**src/sv/clb_pkg.sv**
```systemverilog
// Shared types and constants for the cell list binning unit.
// Used by clb_axis_unit and cell_list_binning_unit; depends on nothing.
package clb_pkg;

	// Grid and storage geometry.
	localparam int CELLS_PER_AXIS   = 16;
	localparam int SLOTS_PER_CELL   = 32;
	localparam int FRAC_BITS        = 16;
	localparam int CELL_W           = $clog2(CELLS_PER_AXIS);
	localparam int SLOT_W           = $clog2(SLOTS_PER_CELL);
	localparam int CELL_ID_W        = 3 * CELL_W;
	localparam int NUM_CELLS        = 2 ** CELL_ID_W;
	localparam int SLOT_ADDR_W      = CELL_ID_W + SLOT_W;
	localparam int NUM_SLOT_ENTRIES = 2 ** SLOT_ADDR_W;

	// Field widths.
	localparam int FRAC_W  = 19;
	localparam int NCELL_W = 5;
	localparam int COUNT_W = 6;
	localparam int LABEL_W = 16;
	localparam int CFG_W   = 6;

	// Arithmetic widths of the axis unit.
	localparam int PROD_W = FRAC_W + NCELL_W + 1;
	localparam int QUO_W  = PROD_W - FRAC_BITS;
	localparam int REM_W  = QUO_W + NCELL_W - 1;
	localparam int DVS_W  = REM_W + NCELL_W - 1;
	localparam int STEP_W = $clog2(REM_W);

	// Action codes carried in the input tuser; bit 1 set means clear.
	localparam logic [1:0] ACT_INSERT = 2'd0;
	localparam logic [1:0] ACT_READ   = 2'd1;
	localparam int         ACT_CLEAR_BIT = 1;

	// Result status codes carried in the output tuser.
	localparam logic [1:0] STAT_OK      = 2'd0;
	localparam logic [1:0] STAT_OVERFLOW = 2'd1;
	localparam logic [1:0] STAT_EMPTY   = 2'd2;
	localparam logic [1:0] STAT_CLEARED = 2'd3;

	// Configuration register indexes.
	localparam logic [1:0] REG_CELLS_A = 2'd0;
	localparam logic [1:0] REG_CELLS_B = 2'd1;
	localparam logic [1:0] REG_CELLS_C = 2'd2;
	localparam logic [1:0] REG_SLOTS   = 2'd3;

	// Input tdata layout, last member in the lowest bits.
	typedef struct packed {
		logic [5:0]                pad;
		logic [SLOT_W-1:0]         read_slot;
		logic [CELL_W-1:0]         read_cell_c;
		logic [CELL_W-1:0]         read_cell_b;
		logic [CELL_W-1:0]         read_cell_a;
		logic signed [FRAC_W-1:0]  frac_c;
		logic signed [FRAC_W-1:0]  frac_b;
		logic signed [FRAC_W-1:0]  frac_a;
		logic [LABEL_W-1:0]        atom_label;
	} clb_in_t;

	// Output tdata layout, last member in the lowest bits.
	typedef struct packed {
		logic                pad;
		logic [COUNT_W-1:0]  cell_count;
		logic [LABEL_W-1:0]  label_out;
		logic [SLOT_W-1:0]   slot;
		logic [CELL_W-1:0]   cell_c;
		logic [CELL_W-1:0]   cell_b;
		logic [CELL_W-1:0]   cell_a;
	} clb_out_t;

	// Request to the axis unit.
	typedef struct packed {
		logic                     start;
		logic signed [FRAC_W-1:0] frac;
		logic [NCELL_W-1:0]       ncells;
	} clb_axis_req_t;

	// Response from the axis unit.
	typedef struct packed {
		logic              done;
		logic [CELL_W-1:0] idx;
	} clb_axis_rsp_t;

endpackage

```
**src/sv/clb_axis_unit.sv**
```systemverilog
// Shared axis binning unit: floor(frac * n) wrapped into [0, n).
// One multiply, then a restoring remainder one bit per cycle. Depends on clb_pkg.
module clb_axis_unit (
	input  logic                   clk,
	input  logic                   arst_n,
	input  clb_pkg::clb_axis_req_t req,
	output clb_pkg::clb_axis_rsp_t rsp
);

	typedef enum logic [1:0] {
		U_IDLE,
		U_OFFS,
		U_DIV,
		U_DONE
	} ustate_t;

	ustate_t                              state_q;
	logic signed [clb_pkg::PROD_W-1:0]    prod_q;
	logic [clb_pkg::NCELL_W-1:0]          n_q;
	logic [clb_pkg::REM_W-1:0]            rem_q;
	logic [clb_pkg::DVS_W-1:0]            dvs_q;
	logic [clb_pkg::STEP_W-1:0]           step_q;

	logic signed [clb_pkg::PROD_W-1:0]    prod;
	logic signed [clb_pkg::QUO_W-1:0]     quo;
	logic signed [clb_pkg::REM_W:0]       offs;
	logic                                 ge;

	// Signed product of the coordinate and the cell count.
	assign prod = $signed({{(clb_pkg::PROD_W-clb_pkg::FRAC_W){req.frac[clb_pkg::FRAC_W-1]}},
			req.frac}) * $signed({{(clb_pkg::PROD_W-clb_pkg::NCELL_W){1'b0}}, req.ncells});

	// Arithmetic shift right floors; adding a multiple of n makes it non-negative.
	assign quo  = prod_q[clb_pkg::PROD_W-1:clb_pkg::FRAC_BITS];
	assign offs = $signed({{(clb_pkg::REM_W+1-clb_pkg::QUO_W){quo[clb_pkg::QUO_W-1]}}, quo})
			+ $signed({1'b0, n_q, {(clb_pkg::QUO_W-1){1'b0}}});

	// One restoring step: compare against the shifted divisor.
	assign ge = {{(clb_pkg::DVS_W-clb_pkg::REM_W){1'b0}}, rem_q} >= dvs_q;

	assign rsp.done = (state_q == U_DONE);
	assign rsp.idx  = rem_q[clb_pkg::CELL_W-1:0];

	// Sequencer and datapath registers.
	always_ff @(posedge clk or negedge arst_n) begin
		if (!arst_n) begin
			state_q <= U_IDLE;
			step_q  <= '0;
		end else begin
			unique case (state_q)
				U_IDLE: begin
					if (req.start) begin
						prod_q  <= prod;
						n_q     <= req.ncells;
						state_q <= U_OFFS;
					end
				end
				U_OFFS: begin
					rem_q   <= offs[clb_pkg::REM_W-1:0];
					dvs_q   <= {n_q, {(clb_pkg::REM_W-1){1'b0}}};
					step_q  <= clb_pkg::STEP_W'(clb_pkg::REM_W - 1);
					state_q <= U_DIV;
				end
				U_DIV: begin
					if (ge) begin
						rem_q <= rem_q - dvs_q[clb_pkg::REM_W-1:0];
					end
					dvs_q <= dvs_q >> 1;
					if (step_q == '0) begin
						state_q <= U_DONE;
					end else begin
						step_q <= step_q - 1'b1;
					end
				end
				U_DONE: begin
					state_q <= U_IDLE;
				end
			endcase
		end
	end

endmodule

```
**config.mk**
```make
export PLATFORM = sky130hd
export DESIGN_NAME = clb_axis_unit
export DESIGN_NICKNAME = d
export VERILOG_FILES = /design/src/sv/clb_pkg.sv /design/src/sv/clb_axis_unit.sv
export SDC_FILE = /design/constraint.sdc
export NUM_CORES = 1
export LEC_CHECK = 0
export BUFFER_PORTS_ARGS = -buffer_cell sky130_fd_sc_hd__clkbuf_2
export CAP_MARGIN = 10
export CORE_MARGIN = 3
export CORE_UTILIZATION = 50
export DETAILED_ROUTE_END_ITERATION = 7
export PLACE_DENSITY = 0.65
export SLEW_MARGIN = 20
export SYNTH_ARGS = -nofsm -noshare
export SYNTH_HDL_FRONTEND = slang
export SYNTH_SLANG_ARGS = --single-unit
```
**constraint.sdc**
```tcl
create_clock -name clk -period 2.6 [get_ports clk]
set_clock_uncertainty 0.05 [all_clocks]
set_input_delay 0.13 -clock clk [delete_from_list [all_inputs] [get_ports clk]]
set_output_delay 0.13 -clock clk [all_outputs]
set_load 0.05 [all_outputs]
```
==> impl_summary.log, run 1 <==
[metrics] number of hold violations in the final report: 0
[metrics] initial core utilization: a little over half
[metrics] Cell Area, Synth: between 5000 and 6000 um2
[metrics] measured slew at the worst slew-check pin: 0.626 ns
[metrics] post-detailed-route DRC marker count: 0
[metrics] largest voltage drop on the vdd net: 0.000480 V
[metrics] buffer type at the clock tree root: sky130_fd_sc_hd__clkbuf_16
[metrics] sum of net half-perimeters after detailed placement: ~9.4 mm
[metrics] TritonCTS clock tree: built
[metrics] proportion of synthesized flip-flops having asynchronous set or reset: 12.0%
[metrics] largest net degree at the start of global routing: 27
[metrics] worst path arrival time: 3.46 ns
[metrics] initial detailed-routing violation count: between 150 and 200
[metrics] final cycle utilization of the critical path: 133%
[metrics] maximum frequency from static timing analysis: about 0.29 GHz
[metrics] antenna violations before repair: 0
[metrics] critical path's largest stage delay: 0.53 ns
[metrics] total power after layout: 5.81 mW
[metrics] number of port buffers: 31
[metrics] max-slew violations: 0
[metrics] number of flops mapped to enable cells by yosys: 44
[metrics] remaining antenna violation count: 0
[metrics] final cell count without fillers: 836
[metrics] Placed Cells incl. Taps: approximately 800
[metrics] flip-flop and latch count after synthesis: 50
[metrics] worst max-slew margin expressed relative to the limit: 58.2%
[metrics] post-synthesis to final-layout area growth: 24.1%
[metrics] number of buffers inserted during clock tree synthesis: 5
[metrics] start-to-end type of the worst setup path: in2reg
[metrics] die outline area: roughly 13000 um2
[metrics] antenna diode instance count: 0
[metrics] final setup margin: -0.868 ns
[metrics] post-synth cell types: 55
[metrics] number of max-cap violations: 0
[metrics] area of the placeable core: 11100 um2
[metrics] most numerous cell types in the synthesized netlist: 108 x sky130_fd_sc_hd__inv_1, 87 x sky130_fd_sc_hd__and2_1, 67 x sky130_fd_sc_hd__ha_1
[metrics] data required time at the worst endpoint: 2.59 ns
[metrics] startpoint type of the worst setup path: input port
[metrics] DR pass1 iterations: 4
[metrics] biggest fanout along the worst timing path: 6
[metrics] total power density per cell area: 799 nW/um2
[metrics] Final Wtd Congestion: 0.853
[metrics] average size of a mapped cell: 9.82 um2
[metrics] crit-path cells: clkbuf_16 > and2_4 > fa_1 > inv_1 > fa_1 > inv_1 > fa_1 > ha_4 > nand4b_1 > o211ai_1 > a41oi_4 > a21boi_2 > buf_4 > o41ai_4 > xnor2_1
[metrics] vertical die dimension: about 110 um
[metrics] wire length after detailed routing: 12.2 mm
[metrics] post-synth top area share: between 20 and 25%
[metrics] Yosys warning count: 0
[metrics] placement-stage worst setup slack: -1.39 ns
[metrics] dominant cell by count in the synthesized netlist: sky130_fd_sc_hd__inv_1
[metrics] dominant cell type by area after synthesis: sky130_fd_sc_hd__edfxtp_1
[metrics] net count reported at finish: 848
[metrics] via density per instance: 5.16
[metrics] maximum count of clock buffers along a single path: 2
[metrics] leakage component of the power: 3.43 nW
[metrics] setup repair after global routing missed its margin: true
[metrics] synthesized instance count: between 500 and 600
[metrics] total nets after synthesis: 750
[metrics] proportion of synthesized chip area in sequential cells: roughly 25%
[metrics] share of final-layout standard cells stronger than drive strength 1: 26.4%
[metrics] dominant register cell in the synthesized netlist: sky130_fd_sc_hd__edfxtp_1
[metrics] Overflow after GRT: 0
[metrics] number of failing setup endpoints in the final timing report: 9
[metrics] worst min-delay path category: in2reg
[metrics] library cell appearing most often on the critical path: sky130_fd_sc_hd__fa_1
[metrics] outcome: finished with violations
[metrics] failing checks: setup timing
[metrics] top cells by area in the synthesized netlist: sky130_fd_sc_hd__edfxtp_1 23%, sky130_fd_sc_hd__fa_1 20%, sky130_fd_sc_hd__ha_1 14%
[metrics] via count of the first global-routing pass: 4530
[metrics] all-layer global routing usage: 19.5%
[metrics] Critical Path Sink Type: register
[metrics] via count: ~4300
[metrics] library cell contributing the largest single delay on the critical path: sky130_fd_sc_hd__fa_1
[metrics] number of ports placed on the die boundary: 32
[metrics] clock period minus worst slack: 3.47 ns
[metrics] TritonCTS Sinks: 50
[metrics] Chip Width: 114 um
[metrics] wire length of the first global-routing pass: 21.0 mm
[metrics] Worst-path clk slew: about 0.060 ns
[metrics] Core Rows: 38
[metrics] mean routed wirelength per cell: 14.6 um
[metrics] clock insertion delay at the later pin of the skew report: 0.29 ns
[metrics] number of H-tree branching levels: 2
logic make-up (layout without fill, tap and decap cells):
kind of cell             count (synthesis)  in the layout  share of synthesized area (%)
adder cells (fa/ha/maj)                126            126                           34.4
AO/OA/AOI/OAI                           84             84                           9.88
multiplexers                             9              9                           1.69
flip-flops                              50             50                           25.1
buffers and inverters                  122            221                           8.07
AND/OR/NAND/NOR                        184            184                           17.5
XOR/XNOR                                22             22                           3.29
per-layer routing:
metal  vias up  wire, um  part of all wire (%)  track usage [%]
met5         -         0                     0                0
met4         0        93                  0.76             2.53
met3        13       408                   3.3             2.17
met2        68      5660                    46             32.7
met1      2068      6030                    49             28.3
li1       2163         -                     -                -
metrics by stage:
step / utilization, % / hold slack [ns] / cell area [um2] / setup TNS [ns]
floorplan: - / -0.216 / 6050 / -7.84
global placement: 60.7 / -0.0601 / 6760 / -11.09
detailed placement: 60.7 / -0.0549 / 6760 / -11.53
CTS: 64.7 / 0.152 / 7200 / -6.53
global route: 65.4 / 0.142 / 7280 / -7.81
finish: 65.4 / 0.138 / 7280 / -6.72
flip-flops by register name (all words and copies together), names as in the netlist:
register,cells
dvs_q,17
rem_q,13
prod_q,9
n_q,5
step_q,4
state_q,2
worst paths after layout:
path                       startpoint         end  slack (ns)  depth (start not counted)
max                            req[2]  prod_q[24]       -0.87                         15
min                            req[2]      n_q[2]        0.14                          2
max reg2reg                  dvs_q[1]    rem_q[6]        0.20                          8
min reg2reg                 step_q[0]   step_q[0]        0.48                          1
max in group asynchronous      arst_n  state_q[1]        2.13                          2
min in group asynchronous      arst_n   step_q[2]        0.19                          2
final cells by class:
class / instances / area [um2]
Fill cell: 870 / 3850
Clock inverter: 2 / 8.76
Inverter: 109 / 409
Clock buffer: 6 / 129
Multi-Input combinational cell: 425 / 4230
Tap cell: 140 / 175
Sequential cell: 50 / 1470
Timing Repair Buffer: 104 / 852
worst max-delay path, delay by kind of cell:
kind	cells	cell delay (ns)
AO/OA/AOI/OAI	4	0.77
buffers and inverters	4	0.40
XOR/XNOR	1	0.13
adder cells (fa/ha/maj)	4	1.77
AND/OR/NAND/NOR	2	0.25
where the power goes:
part | switching [mW] | internal [mW] | leakage (nW) | total, mW
combinational | 2.00 | 1.80 | 2.89 | 3.80
sequential | 0.111 | 1.27 | 0.478 | 1.38
clock | 0.282 | 0.353 | 0.0683 | 0.634
timing repair:
action                                  in CTS  in global routing
hold buffers                                 1                  0
buffers inserted                             5                  1
endpoints found under the hold margin        6                  0
gates resized for setup                     49                 13
endpoints found under the setup margin       9                 24
pin swaps                                   42                 16
gates cloned                                 2                  1
cells in the final DEF, fill, tap and decap left out, types with 14 or more instances in the layout:
master                     count
sky130_fd_sc_hd__inv_1        98
sky130_fd_sc_hd__and2_1       69
sky130_fd_sc_hd__buf_4        63
sky130_fd_sc_hd__fa_1         57
sky130_fd_sc_hd__ha_1         54
sky130_fd_sc_hd__edfxtp_1     44
sky130_fd_sc_hd__nor2_1       29
sky130_fd_sc_hd__nand2_1      25
sky130_fd_sc_hd__clkbuf_2     23
sky130_fd_sc_hd__and2_4       18
sky130_fd_sc_hd__a21oi_1      16
sky130_fd_sc_hd__xnor2_1      14
No activity file was read; power rests on OpenSTA's default activity.
==> inputs of run 2 (changes only) <==
--- a/config.mk
+++ b/config.mk
@@ -5,12 +5,13 @@
 export SDC_FILE = /design/constraint.sdc
 export NUM_CORES = 1
 export LEC_CHECK = 0
+export ABC_AREA = 1
 export BUFFER_PORTS_ARGS = -buffer_cell sky130_fd_sc_hd__clkbuf_2
 export CAP_MARGIN = 10
 export CORE_MARGIN = 3
 export CORE_UTILIZATION = 50
 export DETAILED_ROUTE_END_ITERATION = 7
-export PLACE_DENSITY = 0.65
+export PLACE_DENSITY = 0.67
 export SLEW_MARGIN = 20
 export SYNTH_ARGS = -nofsm -noshare
 export SYNTH_HDL_FRONTEND = slang
==> run 2 against run 1 <==
  * Worst hold slack improved by 0.018 ns
  * First-iteration DRC count up 79%
  * Combinational power rose by 25%
  * Wire length grew 18%
  * Clock-buffer cell count rose by 1
  * The run still ends with setup timing left
  * Critical path type unchanged
  * Non-clock buffer count grew 6
  * Critical path depth rose by 1
  * Core utilization is 0.17 points lower
  * Total power rose by 18%
  * Global-route usage increased by 1.4 points
  * Synthesized area grew 12%
  * Sequential power hardly changed
==> impl_summary.log, run 2 <==
[metrics] wire length of the first global-routing pass: 24.9 mm
[metrics] antenna diode instance count: 0
[metrics] worst max-slew margin expressed relative to the limit: 52.2%
[metrics] leading cell types in the layout, fill and taps excluded: 230 x sky130_fd_sc_hd__nand2_1, 222 x sky130_fd_sc_hd__inv_1, 71 x sky130_fd_sc_hd__buf_4
[metrics] outcome: finished with violations
[metrics] final total negative setup slack: -4.71 ns
[metrics] registers with the most flip-flops: dvs_q: 17 flops, rem_q: 13 flops, prod_q: 9 flops
[metrics] failing checks: setup timing
[metrics] total power after layout: just under 7 mW
[metrics] remaining antenna violation count: 0
[metrics] startpoint type of the worst setup path: input port
[metrics] synthesized instance count: about 900
[metrics] total net switching power: about 3.2 mW
[metrics] total power density per cell area: 828 nW/um2
[metrics] flip-flop and latch count after synthesis: 50
[metrics] TritonCTS Sinks: 50
[metrics] worst min-delay path category: in2async
[metrics] post-synthesis to final-layout area growth: 26.7%
[metrics] final setup margin: -0.649 ns
[metrics] commonest non-fill, non-tap cell in the layout: sky130_fd_sc_hd__nand2_1
[metrics] post-detailed-route DRC marker count: 0
[metrics] proportion of synthesized chip area in sequential cells: 22.5%
[metrics] all-layer global routing usage: 20.9%
[metrics] mean routed wirelength per cell: roughly 12 um
[metrics] Chip Width: 120 um
[metrics] Yosys warning count: 0
[metrics] Worst-path clk slew: 0.07 ns
[metrics] maximum count of clock buffers along a single path: 2
[metrics] switching portion of total power: between 40% and 50%
[metrics] initial core utilization: 51.5%
[metrics] number of ports placed on the die boundary: 32
[metrics] data required time at the worst endpoint: roughly 2.6 ns
[metrics] dominant cell type by area after synthesis: sky130_fd_sc_hd__edfxtp_1
[metrics] final cycle utilization of the critical path: 125%
[metrics] via count: 5494
[metrics] largest voltage drop on the vdd net: about 0.00047 V
[metrics] sum of net half-perimeters after detailed placement: 11.4 mm
[metrics] dominant register cell in the synthesized netlist: sky130_fd_sc_hd__edfxtp_1
[metrics] clock insertion delay at the later pin of the skew report: 0.29 ns
[metrics] clock period minus worst slack: 3.25 ns
[metrics] maximum frequency from static timing analysis: 0.308 GHz
[metrics] number of max-cap violations: 0
[metrics] buffer type at the clock tree root: sky130_fd_sc_hd__clkbuf_16
[metrics] number of failing setup endpoints in the final timing report: 9
[metrics] via count of the first global-routing pass: 5383
[metrics] initial detailed-routing violation count: 338
[metrics] Biggest register: dvs_q
[metrics] Overflow after GRT: 0
[metrics] biggest fanout along the worst timing path: 9
[metrics] worst path arrival time: 3.25 ns
[metrics] share of final-layout standard cells stronger than drive strength 1: 25.2%
[metrics] total nets after synthesis: 1049
[metrics] largest net degree at the start of global routing: 28
[metrics] vertical die dimension: between 100 and 150 um
[metrics] sequential share of power: 20.4%
[metrics] max-slew violations: 0
[metrics] number of hold violations in the final report: 0
[metrics] Critical Path Sink Type: register
[metrics] setup repair after global routing missed its margin: true
[metrics] Final Wtd Congestion: 0.870
[metrics] Comb power frac: 69.3%
[metrics] number of port buffers: 31
[metrics] Core Rows: 41
[metrics] average size of a mapped cell: 7.31 um2
[metrics] number of H-tree branching levels: 2
[metrics] DR pass1 iterations: 4
[metrics] number of flops mapped to enable cells by yosys: 44
[metrics] Cell Area, Synth: between 6000 and 7000 um2
[metrics] Clk network pwr share: roughly 10%
[metrics] wire length after detailed routing: 14.4 mm
[metrics] most numerous cell types in the synthesized netlist: 258 x sky130_fd_sc_hd__nand2_1, 249 x sky130_fd_sc_hd__inv_1, 67 x sky130_fd_sc_hd__ha_1
[metrics] proportion of synthesized flip-flops having asynchronous set or reset: between 10% and 20%
[metrics] TritonCTS clock tree: built
[metrics] Power Internal: 3.70 mW
[metrics] top cells by area in the synthesized netlist: sky130_fd_sc_hd__edfxtp_1 20%, sky130_fd_sc_hd__fa_1 18%, sky130_fd_sc_hd__nand2_1 15%
[metrics] dominant cell by count in the synthesized netlist: sky130_fd_sc_hd__nand2_1
[metrics] net count reported at finish: 1147
[metrics] post-synth cell types: 39
[metrics] antenna violations before repair: 0
[metrics] number of flip-flops under the largest register name: 17
[metrics] area of the placeable core: 12700 um2
[metrics] measured slew at the worst slew-check pin: 0.715 ns
[metrics] number of buffers inserted during clock tree synthesis: 5
[metrics] via density per instance: ~4.7
[metrics] post-synth top area share: between 20% and 30%
[metrics] leakage component of the power: 4.71 nW
[metrics] die outline area: 14500 um2
[metrics] start-to-end type of the worst setup path: in2reg
## run 2: cell types whose count changed after synthesis, sizes merged, moves of 5 or more
cell,delta
or2,+5
inv,+143
nor2,+20
and2,-87
a21o,-7
nand2,+236
mux2,-7
a21oi,+9
and3,-7
nand3,+20
nor2b,-5
o21ai,+16
xnor2,-8
## run 2: routing by layer
| metal | global-route usage (%) | routed length, um | vias to the layer above |
|---|---|---|---|
| li1 | - | - | 2887 |
| met2 | 34.6 | 6640 | 67 |
| met1 | 30.7 | 7250 | 2527 |
| met3 | 2.29 | 397 | 13 |
| met5 | 0 | 0 | - |
| met4 | 2.62 | 138 | 0 |
## run 2: worst paths after layout
path / startpoint / end / slack, ns / cells after the start
max: req[0] / prod_q[20] / -0.65 / 16
min: arst_n / step_q[3] / 0.16 / 2
max reg2reg: rem_q[3] / rem_q[5] / 0.36 / 12
min reg2reg: step_q[3] / step_q[3] / 0.44 / 2
max in group asynchronous: arst_n / step_q[2] / 2.17 / 2
min in group clk: req[3] / n_q[3] / 0.17 / 2
## run 2: layout make-up
cell class / instances / area, um2
multi-input cells: 576 / 4610
fillers: 1132 / 4420
flip-flops and latches: 50 / 1470
inverters: 251 / 942
repair buffers: 110 / 898
well taps: 172 / 215
clock buffers: 7 / 154
clock inverters: 1 / 7.51
## run 2: critical path: stages
cell,delay [ns]
sky130_fd_sc_hd__clkbuf_16,0.14
sky130_fd_sc_hd__buf_4,0.14
sky130_fd_sc_hd__nand2_1,0.06
sky130_fd_sc_hd__inv_1,0.06
sky130_fd_sc_hd__fa_1,0.50
sky130_fd_sc_hd__fa_1,0.49
sky130_fd_sc_hd__inv_1,0.05
sky130_fd_sc_hd__fa_1,0.49
sky130_fd_sc_hd__inv_2,0.05
sky130_fd_sc_hd__ha_4,0.28
sky130_fd_sc_hd__nand2_2,0.10
sky130_fd_sc_hd__buf_4,0.15
sky130_fd_sc_hd__nor3_2,0.23
sky130_fd_sc_hd__nand4_1,0.18
sky130_fd_sc_hd__nand4_1,0.12
sky130_fd_sc_hd__nand2_1,0.05
## run 2: per-stage QoR
stage / cell area, um2 / util (%) / cells / hold WS (ns) / setup WS [ns]
2_1_floorplan: 6880 / - / 896 / -0.216 / -0.685
3_3_place_gp: 7610 / 59.8 / 1145 / -0.0700 / -1.04
3_5_place_dp: 7610 / 59.8 / 1145 / -0.0695 / -1.07
4_1_cts: 8030 / 63.1 / 1162 / 0.157 / -0.574
5_1_grt: 8300 / 65.2 / 1167 / 0.167 / -0.724
6_report: 8300 / 65.2 / 1167 / 0.156 / -0.649
## run 2: power by group through the flow
stage | clock [mW] | combinational (mW) | sequential, mW
2_1_floorplan | 0 | 3.13 | 1.37
3_3_place_gp | 0 | 4.14 | 1.41
3_5_place_dp | 0 | 4.22 | 1.41
4_1_cts | 0.725 | 4.44 | 1.40
5_1_grt | 0.752 | 5.35 | 1.43
6_report | 0.710 | 4.76 | 1.40
## run 2: repair_timing
item / CTS / global route
setup endpoints to repair: 9 / 9
cloned: 2 / 0
buffers inserted: 6 / 6
pin swaps: 40 / 73
endpoints found under the hold margin: 6 / 0
gates resized for setup: 40 / 66
hold buffers: 1 / 0
## run 2: kinds of logic after synthesis
kind of cell	Yosys count	synth area share [%]
and+or+nand+nor	359	22.4
buffers and inverters	270	15.9
adders and majority gates	126	30.8
DFF	50	22.5
AOI/OAI and AO/OA	79	6.82
xor gates and xnor gates	12	1.60
==> inputs of run 3 (changes only) <==
--- a/config.mk
+++ b/config.mk
@@ -8,10 +8,12 @@
 export ABC_AREA = 1
 export BUFFER_PORTS_ARGS = -buffer_cell sky130_fd_sc_hd__clkbuf_2
 export CAP_MARGIN = 10
+export CELL_PAD_IN_SITES_DETAIL_PLACEMENT = 1
+export CELL_PAD_IN_SITES_GLOBAL_PLACEMENT = 1
 export CORE_MARGIN = 3
-export CORE_UTILIZATION = 50
+export CORE_UTILIZATION = 47
 export DETAILED_ROUTE_END_ITERATION = 7
-export PLACE_DENSITY = 0.67
+export PLACE_DENSITY = 0.82
 export SLEW_MARGIN = 20
 export SYNTH_ARGS = -nofsm -noshare
 export SYNTH_HDL_FRONTEND = slang
==> run 3 against run 2 <==
  * The flow still finishes with violations (setup timing)
  * Die area increased by 6.1%
  * Cell area about the same
  * Core utilization decreased by 3.5 points
  * Sequential share of layout area is essentially flat
  * Register-to-register slack worse by 0.05 ns
  * Clock power down 6.3%
  * Largest power group unchanged
==> impl_summary.log, run 3 (same netlist as run 2, synthesis figures left out) <==
[metrics] outcome: finished with violations
[metrics] worst min-delay path category: in2reg
[metrics] DR pass1 iterations: 7
[metrics] setup slack of the most critical reg-to-reg path: between 0.3 and 0.4 ns
[metrics] number of buffers inserted during clock tree synthesis: 5
[metrics] Reg2Reg Launch Point: dvs_q[7]
[metrics] Core Rows: 42
[metrics] via count of the first global-routing pass: between 7000 and 8000
[metrics] failing checks: setup timing
[metrics] data required time at the worst endpoint: roughly 2.6 ns
[metrics] start-to-end type of the worst setup path: in2reg
[metrics] end of the worst register-to-register path: rem_q[4]
[metrics] length in cells of the worst reg-to-reg path: 11
[metrics] final total negative setup slack: -7.41 ns
[metrics] initial detailed-routing violation count: 480
[metrics] Critical Path Sink Type: register
[metrics] area of the placeable core: 13500 um2
[metrics] Final Wtd Congestion: 0.884
[metrics] final setup margin: -0.927 ns
[metrics] largest net degree at the start of global routing: 28
[metrics] via count: roughly 6400
[metrics] startpoint of the most critical hold path: req[0]
[metrics] number of cells on the worst hold path: 2
[metrics] measured slew at the worst slew-check pin: 0.733 ns
[metrics] share of final-layout standard cells stronger than drive strength 1: 23.6%
[metrics] all-layer global routing usage: 30.5%
[metrics] Worst-path clk slew: roughly 0.070 ns
[metrics] Placed Cells incl. Taps: 1145
[metrics] wire length of the first global-routing pass: 36.1 mm
[metrics] number of ports placed on the die boundary: 32
[metrics] largest voltage drop on the vdd net: 0.000500 V
[metrics] leakage component of the power: between 4 and 5 nW
[metrics] maximum count of clock buffers along a single path: 2
[metrics] maximum frequency from static timing analysis: 0.284 GHz
[metrics] worst path arrival time: 3.53 ns
[metrics] antenna violations before repair: 0
[metrics] wire length after detailed routing: 25.1 mm
[metrics] number of H-tree branching levels: 2
[metrics] number of hold violations in the final report: 0
[metrics] Chip Width: 124 um
[metrics] sum of net half-perimeters after detailed placement: 15.7 mm
[metrics] via density per instance: ~5.5
[metrics] setup repair after global routing missed its margin: true
[metrics] startpoint type of the worst setup path: input port
[metrics] mean routed wirelength per cell: 21.4 um
[metrics] net count reported at finish: roughly 1100
[metrics] TritonCTS Sinks: 50
[metrics] initial core utilization: 48.7%
[metrics] vertical die dimension: 124 um
[metrics] number of port buffers: 31
[metrics] buffer type at the clock tree root: sky130_fd_sc_hd__clkbuf_16
[metrics] number of failing setup endpoints in the final timing report: 9
[metrics] leading cell types in the layout, fill and taps excluded: 236 x sky130_fd_sc_hd__nand2_1, 228 x sky130_fd_sc_hd__inv_1, 67 x sky130_fd_sc_hd__buf_4
[metrics] clock insertion delay at the later pin of the skew report: ~0.3 ns
[metrics] Biggest register: dvs_q
[metrics] worst max-slew margin expressed relative to the limit: 51.0%
[metrics] total power density per cell area: 909 nW/um2
[metrics] clock period minus worst slack: 3.53 ns
[metrics] commonest non-fill, non-tap cell in the layout: sky130_fd_sc_hd__nand2_1
[metrics] number of flip-flops under the largest register name: 17
[metrics] TritonCTS clock tree: built
[metrics] final cell count without fillers: ~1200
[metrics] biggest fanout along the worst timing path: 8
[metrics] post-detailed-route DRC marker count: 0
[metrics] remaining antenna violation count: 0
[metrics] post-synthesis to final-layout area growth: 26.7%
[metrics] die outline area: 15400 um2
[metrics] max-slew violations: 0
[metrics] Overflow after GRT: 0
[metrics] final cycle utilization of the critical path: 136%
[metrics] registers with the most flip-flops: dvs_q: 17 flops, rem_q: 13 flops, prod_q: 9 flops
[metrics] antenna diode instance count: 0
[metrics] number of max-cap violations: 0
[metrics] total power after layout: approximately 7.5 mW
[metrics] endpoint of the worst hold-timing path: n_q[0]
==> run 3: cell count changes in the layout (fill, tap and decap cells not counted), sizes merged <==
cell and delta:
clkinvlp -1, clkinv +2, clkbuf -2
==> run 3: area by class of cell <==
class	instances	area, um2
clock buffer	6	129
clock inverter	2	13.8
fill	1671	5150
inverter	251	942
multi-input combinational	576	4610
sequential	50	1470
tap	176	220
timing repair buffer	109	916
==> run 3: metal layers <==
metal,routed length [um],vias to the layer above,global-route usage (%),share of wire (%)
met5,0,-,0,0
met4,1340,0,14.5,5.4
met3,1090,103,3.91,4.4
met2,13300,260,57.9,53
met1,9370,3172,33.2,37
li1,-,2875,-,-
==> run 3: power by group <==
part,leakage [nW],internal [mW],switching (mW)
Clock,0.0708,0.358,0.307
Sequential,0.481,1.27,0.139
Combinational,4.16,2.13,3.34
==> run 3: critical path, cell delays in order <==
cell and delay [ns]:
sky130_fd_sc_hd__clkbuf_16 0.14, sky130_fd_sc_hd__buf_12 0.15, sky130_fd_sc_hd__nand2_1 0.07, sky130_fd_sc_hd__inv_1 0.06
sky130_fd_sc_hd__fa_1 0.52, sky130_fd_sc_hd__fa_1 0.54, sky130_fd_sc_hd__inv_1 0.07, sky130_fd_sc_hd__fa_1 0.53
sky130_fd_sc_hd__inv_2 0.06, sky130_fd_sc_hd__ha_4 0.27, sky130_fd_sc_hd__a21oi_2 0.23, sky130_fd_sc_hd__a21boi_4 0.26
sky130_fd_sc_hd__o21ai_1 0.12, sky130_fd_sc_hd__nor2_1 0.15, sky130_fd_sc_hd__nand2_1 0.08, sky130_fd_sc_hd__nand2_1 0.07
sky130_fd_sc_hd__nand2_1 0.06
==> run 3: what timing repair did <==
action,in CTS,in global routing
setup endpoints to repair,9,9
gates cloned,2,0
pin swaps,75,27
buffers inserted,8,7
gates resized for setup,58,33
hold endpoints to repair,6,0
hold buffers,1,0
==> run 3: stage by stage <==
| step | area (um2) | hold WS (ns) | utilization (%) | setup slack [ns] |
|---|---|---|---|---|
| global placement | 7610 | -0.0690 | 56.5 | -1.08 |
| detailed placement | 7610 | -0.0672 | 56.5 | -1.24 |
| CTS | 8110 | 0.105 | 60.3 | -0.616 |
| finish | 8300 | 0.114 | 61.7 | -0.927 |
| global route | 8300 | 0.112 | 61.7 | -0.977 |
| floorplan | 6880 | -0.216 | - | -0.685 |
==> run 3: worst max-delay path by stage <==
stage | to | startpoint | slack [ns] | depth (start not counted)
finish | prod_q[23] | req[0] | -0.93 | 17
floorplan | prod_q[22] | req[1] | -0.69 | 17
detailed placement | prod_q[20] | req[2] | -1.24 | 14
CTS | prod_q[23] | req[0] | -0.62 | 19
global route | prod_q[23] | req[0] | -0.98 | 17
global placement | prod_q[16] | req[2] | -1.08 | 14
